===== config.mk =====
export PLATFORM = sky130hd
export DESIGN_NAME = lar_sqrt_cell
export DESIGN_NICKNAME = d
export VERILOG_FILES = /design/src/rtl/lar_pkg.sv /design/src/rtl/lar_sqrt_cell.sv
export SDC_FILE = /design/constraint.sdc
export NUM_CORES = 1
export LEC_CHECK = 0
export BUFFER_PORTS_ARGS = -buffer_cell sky130_fd_sc_hd__buf_2
export CORE_AREA = 2 2 166 168
export DETAILED_ROUTE_END_ITERATION = 12
export DIE_AREA = 0 0 168 170
export GPL_ROUTABILITY_DRIVEN = 0
export MAX_ROUTING_LAYER = met4
export SLEW_MARGIN = 20
export SYNTH_ARGS = -nofsm -noshare
export SYNTH_HDL_FRONTEND = slang
export SYNTH_SLANG_ARGS = --single-unit

===== constraint.sdc =====
create_clock -name clk -period 4.1 [get_ports clk]
set_clock_uncertainty 0.05 [all_clocks]
set_input_delay 0.82 -clock clk [delete_from_list [all_inputs] [get_ports clk]]
set_output_delay 0.82 -clock clk [all_outputs]
set_load 0.05 [all_outputs]

===== src/rtl/lar_pkg.sv =====
// Package with shared types and constants for the light attenuation range block.
`default_nettype none
package lar_pkg;

  localparam int FRAC_BITS_DEF = 16;
  localparam int CUTOFF_UNITS  = 10;
  localparam int RAD_W         = 70;
  localparam int SQ_STEPS      = RAD_W / 2;
  localparam int ROOT_W        = SQ_STEPS;
  localparam int SREM_W        = ROOT_W + 3;
  localparam int DEN_W         = 33;
  localparam int UN_W          = ROOT_W + 1;

  typedef enum logic [1:0] {
    ST_OK      = 2'd0,
    ST_NO_ROOT = 2'd1,
    ST_Q_ZERO  = 2'd2,
    ST_SAT     = 2'd3
  } status_t;

  typedef struct packed {
    logic signed [31:0] l;
    logic [31:0]        qmag;
    logic               qneg;
    logic               neg;
    status_t            code;
  } ctx_t;

endpackage
`default_nettype wire


===== src/rtl/lar_sqrt_cell.sv =====
// One digit step of the square root chain.
`default_nettype none
module lar_sqrt_cell
  import lar_pkg::*;
(
  input  wire logic              clk,
  input  wire logic              rst,
  input  wire logic              en,
  input  wire logic              in_valid,
  input  wire logic [RAD_W-1:0]  in_rad,
  input  wire logic [SREM_W-1:0] in_rem,
  input  wire logic [ROOT_W-1:0] in_root,
  input  wire ctx_t              in_ctx,
  output logic                   out_valid,
  output logic [RAD_W-1:0]       out_rad,
  output logic [SREM_W-1:0]      out_rem,
  output logic [ROOT_W-1:0]      out_root,
  output ctx_t                   out_ctx
);

  logic [SREM_W-1:0] rem_sh;
  logic [SREM_W-1:0] trial;
  logic              take;

  always_comb begin
    rem_sh = {in_rem[SREM_W-3:0], in_rad[RAD_W-1 -: 2]};
    trial  = {1'b0, in_root, 2'b01};
    take   = (rem_sh >= trial);
  end

  always_ff @(posedge clk) begin
    if (rst) begin
      out_valid <= 1'b0;
    end else if (en) begin
      out_valid <= in_valid;
    end
    if (en) begin
      out_rad  <= {in_rad[RAD_W-3:0], 2'b00};
      out_rem  <= take ? (rem_sh - trial) : rem_sh;
      out_root <= {in_root[ROOT_W-2:0], take};
      out_ctx  <= in_ctx;
    end
  end

endmodule
`default_nettype wire


==> results.toml <==
[clock_tree]
clock_root_buffer = "sky130_fd_sc_hd__clkbuf_16"
worstSkewPairLatency_ns = 0.52
post_cts_buffers = 0
clock_tree_from_tritoncts = "built"
cts_max_path_buffers = 3
cts_resized = 0
numCtsBuffers = 25
post_cts_hold_buffer_count = 0
clk_transition_reported_paths_ns = 0.06
cts.sink_count = 210
h_tree_lvl_count = 1

[route]
drt_wl_total_mm = 28.6
drt-initial-drc-count = 456
post-route-drc-count = 0
antenna_violating_nets_post_route = 0
via_density_per_instance = 4.76
detailedRoute.firstPassIterationCount = 4
detailroute.via_count = 6759
wl_per_cell_um = 20.1

[power_and_ir_drop]
leakage_nw = 5.63
fin_total_pwr_mw = 6.42
power_density_nw_per_um2 = 512
irDropWorstVdd_mv = 0.348

[grt]
first_global_vias = 6624
grt-ovfl-total = 0
global_route_wire_length_before_repair_mm = 40.1
global_route_total_usage_across_every_layer_pct = 19.3
antenna_violations_before_repair = 17
grt_max_degree = 112

[final_layout]
drive_gt1_share_pct = 48.9
final_common_cell = "sky130_fd_sc_hd__buf_2"
final_cell_mix = "sky130_fd_sc_hd__buf_2, sky130_fd_sc_hd__edfxtp_1, sky130_fd_sc_hd__inv_1"
layout.cell_area.non_filler_um2 = 12500
area_growth_pct = 36.2
final_net_count = 1300
postLayoutCoreUtil_pct = 47.1

[min_path]
hold_end = "out_valid$_SDFFE_PP0P_"
hold_path.class = "in2reg"
hp_start = "rst"
min_path_cells = 2

[setup_path]
critical_path_required_ns = 4.31
endpoint_arrival_time_on_the_critical_path_ns = 3.64
cpLargestDelayFamily = "compound AO/OA/AOI/OAI gates"
r2r_slack_ns = 3.45
timing_worst_setup_path_type = "in2reg"
worst_path_max_delay_cell = "sky130_fd_sc_hd__a311oi_2"
critical_path_buf_inv_count = 3
critPathCaptureType = "flip-flop"
sequence_of_cells_on_the_critical_path = "buf_2 -> inv_1 -> ha_1 -> and2b_1 -> o211ai_1 -> a311oi_2 -> nor4_1 -> o21a_2 -> o21ba_4 -> o211ai_4 -> nand2_4 -> inv_8 -> mux2_2"
cp_max_fanout = 35
regToRegStartpoint = "out_valid$_SDFFE_PP0P_"
timing.rr.end = "out_valid$_SDFFE_PP0P_"
start_kind = "primary input"
worst_r2r_path_depth = 2
slowest_delay_ns = 0.43

[logic_synthesis]
ys.warnings.count = 0
syn_inst = 600
synth.area.mux_share_pct = 5.50
share_of_the_synthesized_netlist_area_taken_by_xor_and_xnor_gates_pct = 3.33
ys_ff_latch = 210
ys_dominant_reg_cell = "sky130_fd_sc_hd__edfxtp_1"
avgSynthCellArea_um2 = 15.3
seq_area_frac_synth_pct = 68.4
postSynth.asyncResetShare_pct = 0
synth-compound-area-share_pct = 8.77
synth-simple-area-share_pct = 4.77
synthAdderAreaFrac_pct = 5.03
number_of_flops_mapped_to_enable_cells_by_yosys = 209
mappedNetlistArea_um2 = 9210
synth_top_family_by_area = "compound AO/OA/AOI/OAI gates"
synth_cell_type_count = 57

[die]
die_y_um = 170
coreArea_um2 = 26700
num_rows = 60
ioPinCount = 427
starting_utilization_of_the_core_area_pct = 34.5
die_w_um = 168
die-area_um2 = 28600

[flow_run]
cap_viol_max_count = 0

[timing]
max_slew_violation_count = 0
worst-slew-pin-transition_ns = 0.899
final-hold-violation-count = 0
achievable_frequency_ghz = 0.291
fin_tns_setup_ns = 0
timing.slew.headroom_pct = 40.1
setup_violations = 0
rsz0062_at_grt = "false"
fin_crit_sh_pct = 83.7
final_min_period_ns = 3.43

[placed_design]
total_cell_area_at_the_placement_stage_um2 = 11700
hpwl_mm = 22.4
port_buffers = 422

[status]
run_status = "finished, final reports clean"
metal layers:
metal	vias up	share of wire, %	track usage [%]
li1	3180	-	-
met1	3242	39	21.6
met2	294	50	33.4
met3	43	7.9	6.23
met4	0	2.4	5.37
met5	-	0	-
state kept, by name, indices dropped and copies added (netlist names):
signal and cells:
out_rad 68, out_valid 1, out_root 35, out_ctx 68, out_rem 38
report_power, final:
group          internal [mW]  total, mW  switching, mW
logic                  0.477       1.65           1.17
clock network           1.25       2.12          0.872
registers               2.60       2.65         0.0467
Yosys cell counts (all sizes together) (6+ instances only):
master,instances,area share [%]
a21o,20,1.7
a21oi,37,2.0
a31oi,6,0.41
buf,17,1.9
edfxtp,209,68
ha,37,5.0
inv,52,2.2
mux2,33,5.2
nand2,32,1.4
nand4,13,0.88
nor2,21,0.86
nor3,9,0.54
o211ai,9,0.88
o21ai,17,0.92
xnor2,24,2.3
xor2,11,1.0
cell families after synthesis:
kind of cell / after synthesis
buffers and inverters: 71
AND/OR/NAND/NOR: 90
XOR/XNOR: 35
other: 1
multiplexers: 36
adder cells (fa/ha/maj): 37
AO/OA/AOI/OAI: 120
flip-flops: 210
worst max path at each step:
stage	slack [ns]	end	cells past startpoint	from
detailed placement	0.14	out_rem[2]$_DFFE_PP_	13	in_root[19]
finish	0.67	out_rem[6]$_DFFE_PP_	13	in_rad[68]
floorplan	0.70	out_rem[10]$_DFFE_PP_	14	in_root[21]
global placement	0.17	out_rem[2]$_DFFE_PP_	13	in_rad[68]
CTS	0.66	out_rem[6]$_DFFE_PP_	13	in_root[19]
global route	0.52	out_rem[6]$_DFFE_PP_	13	in_rad[68]
through the flow:
stage / setup slack, ns / hold slack (ns) / cells
2_1_floorplan: 0.699 / 0.683 / 601
3_3_place_gp: 0.169 / 0.423 / 1362
3_5_place_dp: 0.135 / 0.476 / 1362
4_1_cts: 0.659 / 0.390 / 1408
5_1_grt: 0.516 / 0.388 / 1420
6_report: 0.668 / 0.408 / 1420
layout make-up:
class	count	area, um2
Inverter	52	203
Fill cell	2439	14100
Tap cell	341	427
Timing Repair Buffer	439	2270
Clock buffer	30	644
Clock inverter	16	136
Sequential cell	210	6300
Multi-Input combinational cell	320	2530
Antenna cell	12	30.0
Power figures use the tool's default switching activity.
