File: src/rtl/lar_pkg.sv
// Package with shared types and constants for the light attenuation range block.
`default_nettype none
package lar_pkg;

  localparam int FRAC_BITS_DEF = 16;
  localparam int CUTOFF_UNITS  = 10;
  localparam int RAD_W         = 70;
  localparam int SQ_STEPS      = RAD_W / 2;
  localparam int ROOT_W        = SQ_STEPS;
  localparam int SREM_W        = ROOT_W + 3;
  localparam int DEN_W         = 33;
  localparam int UN_W          = ROOT_W + 1;

  typedef enum logic [1:0] {
    ST_OK      = 2'd0,
    ST_NO_ROOT = 2'd1,
    ST_Q_ZERO  = 2'd2,
    ST_SAT     = 2'd3
  } status_t;

  typedef struct packed {
    logic signed [31:0] l;
    logic [31:0]        qmag;
    logic               qneg;
    logic               neg;
    status_t            code;
  } ctx_t;

endpackage
`default_nettype wire

File: src/rtl/lar_div_cell.sv
// One quotient bit step of the restoring divider chain.
`default_nettype none
module lar_div_cell
  import lar_pkg::*;
#(
  parameter int NW = UN_W + FRAC_BITS_DEF
) (
  input  wire logic             clk,
  input  wire logic             rst,
  input  wire logic             en,
  input  wire logic             in_valid,
  input  wire logic [NW-1:0]    in_num,
  input  wire logic [DEN_W-1:0] in_rem,
  input  wire logic [NW-1:0]    in_quo,
  input  wire ctx_t             in_ctx,
  output logic                  out_valid,
  output logic [NW-1:0]         out_num,
  output logic [DEN_W-1:0]      out_rem,
  output logic [NW-1:0]         out_quo,
  output ctx_t                  out_ctx
);

  logic [DEN_W:0] rem_sh;
  logic [DEN_W:0] den;
  logic           take;
  logic [DEN_W:0] diff;

  always_comb begin
    rem_sh = {in_rem, in_num[NW-1]};
    den    = {1'b0, in_ctx.qmag, 1'b0};
    take   = (rem_sh >= den);
    diff   = rem_sh - den;
  end

  always_ff @(posedge clk) begin
    if (rst) begin
      out_valid <= 1'b0;
    end else if (en) begin
      out_valid <= in_valid;
    end
    if (en) begin
      out_num <= {in_num[NW-2:0], 1'b0};
      out_rem <= take ? diff[DEN_W-1:0] : rem_sh[DEN_W-1:0];
      out_quo <= {in_quo[NW-2:0], take};
      out_ctx <= in_ctx;
    end
  end

endmodule
`default_nettype wire

File: config.mk
export PLATFORM = sky130hd
export DESIGN_NAME = lar_div_cell
export DESIGN_NICKNAME = d
export VERILOG_FILES = /design/src/rtl/lar_pkg.sv /design/src/rtl/lar_div_cell.sv
export SDC_FILE = /design/constraint.sdc
export NUM_CORES = 1
export LEC_CHECK = 0
export ABC_AREA = 1
export BUFFER_PORTS_ARGS = -buffer_cell sky130_fd_sc_hd__buf_4
export CORE_AREA = 8 8 153 155
export CTS_BUF_LIST = sky130_fd_sc_hd__clkbuf_4 sky130_fd_sc_hd__clkbuf_8 sky130_fd_sc_hd__clkbuf_16
export DETAILED_ROUTE_END_ITERATION = 7
export DIE_AREA = 0 0 161 163
export PLACE_DENSITY = 0.86
export SYNTH_ARGS = -nofsm -noshare
export SYNTH_HDL_FRONTEND = slang
export SYNTH_SLANG_ARGS = --single-unit
File: constraint.sdc
create_clock -name clk -period 2.5 [get_ports clk]
set_input_delay 0.375 -clock clk [delete_from_list [all_inputs] [get_ports clk]]
set_output_delay 0.375 -clock clk [all_outputs]
set_load 0.005 [all_outputs]
==> flow_summary.yaml, run 1 <==
clock_network:
  clock_latency_ns: 0.50
  clkTransAtPathRegs_ns: 0.06
  cts_buffer_depth: 3
  cts_sinks: 205
  hold_buffers: 0
  cts_root_buf: "clkbuf_16"
  ctsResizeCount: 0
  htree_levels: 1
  post_cts_buffers: 0
  numCtsBuffers: 23
  cts_tree: "done"
yosys:
  synth_compound_area_share_pct: 1.478
  syn_nets: 1129
  netlist_area_um2: 9311
  ys_seq_elements: 205
  ys_seq_area_share_pct: 66.00
  syn_inst: 887
  syn-mean-instance-area_um2: 10.50
  synth_cell_types: 29
  synth_top_family_by_area: "simple AND/OR/NAND/NOR gates"
  synthAdderAreaFrac_pct: 4.515
  synthMuxAreaShare_pct: 0.1075
  synth_simple_gate_area_share_pct: 19.15
  ys_warn_count: 0
  synth_xor_xnor_area_share_pct: 1.317
timing:
  hold_viol: 0
  clock-skew-final_ns: 0
  post-route-period-util_pct: 86.32
  setup_viol: 0
  fmax_mhz: 463.4
  rsz0062_at_grt: "no"
  finalCriticalPeriod_ns: 2.158
  slew_violations: 0
  slew_headroom_pct: 63.65
  worstMarginPinSlew_ns: 0.5453
setup_path:
  critPathMaxStageDelay_ns: 0.39
  crit_path_end_kind: "register"
  worst_ep_required_time_ns: 2.75
  crit_type: "input pin to register"
  path_cells: "buf_4, ha_1, nand2_1, inv_1, nand2_1, nand2_1, inv_1, nand2_1, nand2_1, nand3_1, nor2_2, nand2_4, nand2_1, nand2_1"
  r2r-start: "out_valid"
  r2r_slack_ns: 1.85
  reg2reg_to: "out_valid"
  crit_path_start_kind: "input pin"
  reg2reg_depth: 2
  slowest_stage: "nor2_2"
  critical_path.max_fanout: 33
  worstPathArrival_ns: 2.41
  path_common_cell: "nand2_1"
drt:
  wl_per_cell_um: 20.93
  via_per_inst: 4.837
  ant_nets: 0
  wirelength_mm: 34.66
  vias: 8010
  drc: 0
  drt_first_pass_iters: 5
  drtIter0Drc: 560
min_path:
  holdPathStages: 2
  hold_end: "out_valid"
  min-delay-start: "rst"
  worstHoldPathType: "input pin to register"
layout:
  synthToLayoutAreaGrowth_pct: 49.53
  drive_gt1_share_pct: 37.00
  fillers: 1635
  multi_input_area_um2: 2477
  fin_util_pct: 66.87
  n_antenna_cell: 0
  final_cell_area_um2: 13920
  seqCellArea_um2: 6146
  final_common_cell: "buf_4"
  finalNetCount: 1606
  final_cell_mix: "buf_4, nand2_1, edfxtp_1"
power_and_ir_drop:
  p_total_mw: 9.564
  power.density_nw_per_um2: 686.9
  ir_drop_mv: 0.5236
  cellLeakagePower_nw: 6.948
place:
  dpl.hpwl_mm: 28.00
  postPlaceCellArea_um2: 13120
  place.gp.congestion: 0.9167
  io_buffers: 412
floorplan:
  start_util_pct: 44.72
  die_y_um: 163
  io_pins: 415
  rows: 53
  coreArea_um2: 20820
  die_area_um2: 26240
  die_w_um: 161
global_route:
  grt_pass1_wl_mm: 48.86
  grt_pass1_vias: 7943
  antenna_found_initial: 4
  track_usage_pct: 24.93
  grt_max_degree: 61
  grt_remaining_overflow: 0
job:
  max_cap_viol_count: 0
status:
  status: "finished clean"
-- report_power, final --
part / internal (mW) / total (mW) / switching (mW) / leakage, nW
Combinational: 0.885 / 1.77 / 0.888 / 4.55
Sequential: 4.15 / 4.24 / 0.0926 / 2.00
Clock: 2.21 / 3.55 / 1.34 / 0.390
-- cell type report --
type | count | area share (%)
multi-input cells | 508 | 17.79
repair buffers | 463 | 25.46
inverters | 163 | 4.394
well taps | 275 | 2.471
clock inverters | 18 | 1.555
flip-flops and latches | 205 | 44.14
clock buffers | 24 | 4.188
-- logic make-up after synthesis --
group,Yosys count
simple gates,434
xor+xnor,14
compound gates,25
fa+ha+maj,33
flops,205
other cells,1
buf+inv,174
mux,1
-- layer usage --
metal,vias to the layer above,track usage [%],wire (µm)
met5,-,0,55
met2,372,45.17,17830
met4,8,9.596,1327
met1,3745,26.92,12470
met3,63,7.558,2975
li1,3822,-,-
-- worst max-delay path by stage --
stage,end,start,depth (start not counted),slack [ns]
final,out_rem[28],in_rem[24],14,0.34
after global routing,out_rem[1],in_rem[20],14,0.15
after CTS,out_rem[28],in_rem[20],14,0.38
after detailed placement,out_rem[28],in_rem[20],14,-0.16
after global placement,out_rem[26],in_rem[24],14,-0.11
after floorplan,out_rem[23],in_ctx[8],14,0.50
-- stage by stage --
step / std cells / hold WS, ns / setup TNS (ns) / setup slack (ns)
2_1_floorplan: 887 / 0.4474 / 0 / 0.4975
3_3_place_gp: 1614 / 0.4791 / -2.721 / -0.1068
3_5_place_dp: 1614 / 0.5467 / -4.063 / -0.1560
4_1_cts: 1656 / 0.01727 / 0 / 0.3806
5_1_grt: 1656 / 0.02038 / 0 / 0.1482
6_report: 1656 / 0.04067 / 0 / 0.3420
-- registers in the layout, indices dropped and copies added (netlist names) --
name / cells
out_num: 51
out_valid: 1
out_quo: 52
out_rem: 33
out_ctx: 68
-- critical path, delay by kind of cell --
kind	cells	cell delay [ns]
simple gates	10	1.46
fa+ha+maj	1	0.34
buf+inv	3	0.22
-- cells in the mapped netlist, drive strengths merged --
master | number | share of area (%)
xor2 | 12 | 1.1
dfxtp | 1 | 0.22
nand3b | 2 | 0.20
fa | 1 | 0.22
xnor2 | 2 | 0.19
edfxtp | 204 | 66
nand4 | 3 | 0.20
nor3 | 5 | 0.39
conb | 1 | 0.040
nor2 | 47 | 2.0
inv | 163 | 6.6
o21bai | 3 | 0.24
ha | 32 | 4.3
nand3 | 58 | 3.1
and2 | 2 | 0.13
buf | 11 | 0.82
a211oi | 1 | 0.081
a21o | 1 | 0.081
mux2i | 1 | 0.11
a21oi | 20 | 1.1
nand2 | 317 | 13
(Power assumes the default switching activity.)
==> run 2: changes to the inputs <==
==> config.mk (replaced) <==
export PLATFORM = sky130hd
export DESIGN_NAME = lar_div_cell
export DESIGN_NICKNAME = d
export VERILOG_FILES = /design/src/rtl/lar_pkg.sv /design/src/rtl/lar_div_cell.sv
export SDC_FILE = /design/constraint.sdc
export NUM_CORES = 1
export LEC_CHECK = 0
export BUFFER_PORTS_ARGS = -buffer_cell sky130_fd_sc_hd__buf_4
export CORE_AREA = 8 8 157 159
export CTS_BUF_LIST = sky130_fd_sc_hd__clkbuf_4 sky130_fd_sc_hd__clkbuf_8 sky130_fd_sc_hd__clkbuf_16
export DETAILED_ROUTE_END_ITERATION = 7
export DIE_AREA = 0 0 165 167
export PLACE_DENSITY = 0.78
export SYNTH_ARGS = -nofsm -noshare
export SYNTH_HDL_FRONTEND = slang
export SYNTH_SLANG_ARGS = --single-unit
==> run 2 against run 1 <==
Net effect:
- the run now ends with negative setup slack left
- register-to-register slack improved by 0.06 ns
- flip-flop and latch count unchanged
- die area increased by 5.0%
- highest routed layer unchanged
- first-iteration DRC count decreased by 37%
==> flow_summary.yaml, run 2 <==
status:
  status: "finished with violations"
  violations: "negative setup slack"
drt:
  ant_nets: 0
  drc: 0
  drt_first_pass_iters: 6
  wirelength_mm: 31.89
  drtIter0Drc: 352
  wl_per_cell_um: 23.21
  via_per_inst: 4.902
  vias: 6736
layout:
  fillers: 1704
  drive_gt1_share_pct: 54.78
  final_cell_area_um2: 13590
  final_common_cell: "buf_4"
  finalNetCount: 1316
  top_register: "out_ctx"
  layoutNonFillerInstCount: 1374
  largest_reg_flops: 68
  fin_util_pct: 61.16
  reg_top3: "out_ctx (68), out_quo (52), out_num (51)"
  final_cell_mix: "buf_4, edfxtp_1, nand2_1"
  synthToLayoutAreaGrowth_pct: 61.78
floorplan:
  die_area_um2: 27560
  start_util_pct: 37.80
  die_w_um: 165
  io_pins: 415
  rows: 55
  coreArea_um2: 22230
  die_y_um: 167
yosys:
  synth_xor_xnor_area_share_pct: 2.710
  synth_compound_area_share_pct: 8.755
  ys_warn_count: 0
  ys_seq_area_share_pct: 73.14
  yosysMostFrequentCell: "edfxtp_1"
  ys.flop_type: "edfxtp_1"
  synth_edf_count: 204
  ys_top_cells_by_area: "edfxtp_1, ha_1, a21oi_1"
  synthMuxAreaShare_pct: 1.191
  synth_top_family_by_area: "compound AO/OA/AOI/OAI gates"
  synth_simple_gate_area_share_pct: 6.298
  syn-mean-instance-area_um2: 15.11
  syn_nets: 798
  ys_seq_elements: 205
  synth_cell_types: 56
  yosys.area.top_type: "edfxtp_1"
  synth_top_area_share_pct: 72.90
  synthArstFlopShare_pct: 0
  synth_common_cells: "edfxtp_1, nand2_1, inv_1, a21oi_1"
  netlist_area_um2: 8403
  syn_inst: 556
  synthAdderAreaFrac_pct: 5.003
global_route:
  grt_max_degree: 56
  grt_pass1_wl_mm: 44.12
  grt_pass1_vias: 7050
  antenna_found_initial: 7
  track_usage_pct: 21.50
  grt_remaining_overflow: 0
power_and_ir_drop:
  ir_drop_mv: 0.4103
  pwr-share-seq_pct: 44.4
  internal_power_mw: 7.308
  clkPwrFrac_pct: 36.5
  pwr-share-comb_pct: 19.1
  cellLeakagePower_nw: 5.987
  switchingPower_mw: 2.280
  switching_share_pct: 23.78
  power.density_nw_per_um2: 705.3
place:
  io_buffers: 412
  postPlaceCellArea_um2: 12730
  dp_cells: 1333
  place.gp.congestion: 0.8683
  dpl.hpwl_mm: 25.63
clock_network:
  htree_levels: 1
  cts_tree: "done"
  clock_latency_ns: 0.50
  hold_buffers: 0
  numCtsBuffers: 23
  cts_buffer_depth: 3
  clkTransAtPathRegs_ns: 0.06
  cts_root_buf: "clkbuf_16"
  cts_sinks: 205
setup_path:
  crit_path_start_kind: "input pin"
  crit_type: "input pin to register"
  crit_path_end_kind: "register"
  worstPathArrival_ns: 2.79
  critical_path.max_fanout: 9
  worst_ep_required_time_ns: 2.75
timing:
  slew_violations: 0
  fin_ws_ns: -0.04465
  rsz0062_at_grt: "yes"
  setup_viol: 6
  clock-skew-final_ns: 0
  fmax_mhz: 393.0
  whs_ns: 0.02802
  finalCriticalPeriod_ns: 2.545
  post-route-period-util_pct: 101.8
  hold_viol: 0
  final.setup.tns_ns: -0.1034
job:
  max_cap_viol_count: 0
min_path:
  worstHoldPathType: "input pin to register"
[run 2: cell count changes in the layout (fill, tap and decap cells not counted), moves of 7 or more]
cell     before  now
o21ai_0       0   21
o21ai_1       0   18
buf_4       457  501
inv_1       162   34
nand3_1      58    6
a21oi_1      20   36
nor2_1       44   14
xnor2_1       2   12
a21o_1        1    8
ha_4          0   10
ha_1         32   22
nand2_1     310   45
[run 2: final timing paths]
kind | startpoint | endpoint | slack, ns | cells past startpoint
worst max register to register | out_valid | out_valid | 1.91 | 2
worst min register to register | out_valid | out_valid | 0.51 | 2
worst min-delay path | rst | out_valid | 0.03 | 2
worst max-delay path | in_ctx[18] | out_rem[15] | -0.04 | 12
[run 2: logic make-up after synthesis]
| family | count (synthesis) |
|---|---|
| mux | 9 |
| flops | 205 |
| other cells | 1 |
| compound gates | 120 |
| xor+xnor | 26 |
| simple gates | 106 |
| buf+inv | 56 |
| fa+ha+maj | 33 |
[run 2: area by class of cell]
cell class	instances	area (µm²)	share of cell area, %
Multi-Input combinational cell	295	2265	16.66
Clock buffer	26	598.1	4.399
Tap cell	285	356.6	2.623
Inverter	41	166.4	1.224
Sequential cell	205	6146	45.21
Antenna cell	1	2.502	0.01841
Clock inverter	13	173.9	1.279
Timing Repair Buffer	508	3886	28.59
[run 2: power by group through the flow]
stage	registers [mW]	logic, mW	clock network (mW)
floorplan	4.35	0.578	0
global placement	4.31	1.78	0
detailed placement	4.32	1.82	0
CTS	4.26	1.84	3.57
global route	4.28	1.96	3.69
finish	4.26	1.83	3.50
[run 2: layer usage]
metal  track usage [%]  part of all wire [%]  up-vias
met2             38.74                    52      304
met1             20.96                    33     3238
li1                  -                     -     3119
met3             10.50                    13       63
met4             6.740                   3.1       12
met5                 0                  0.25        -
[run 2: worst max-delay path: stages]
cell,delay (ns)
buf_4,0.08
inv_1,0.05
ha_4,0.28
nand4_4,0.09
or4_4,0.56
nor4bb_4,0.32
a211o_1,0.16
a2111oi_2,0.07
a21o_1,0.22
inv_2,0.09
buf_12,0.14
mux2_2,0.33
[run 2: per-stage QoR]
stage          power [mW]  setup WS, ns
2_1_floorplan       4.933       -0.2673
4_1_cts             9.673      -0.03679
3_3_place_gp        6.091       -0.6579
6_report            9.588      -0.04465
5_1_grt             9.934       -0.1162
3_5_place_dp        6.147       -0.7222
[run 2: what timing repair did]
action / 4_1_cts / 5_1_grt
endpoints found under the setup margin: 31 / 32
setup buffers: 0 / 1
resized for setup: 7 / 11
pin swaps: 1 / 4
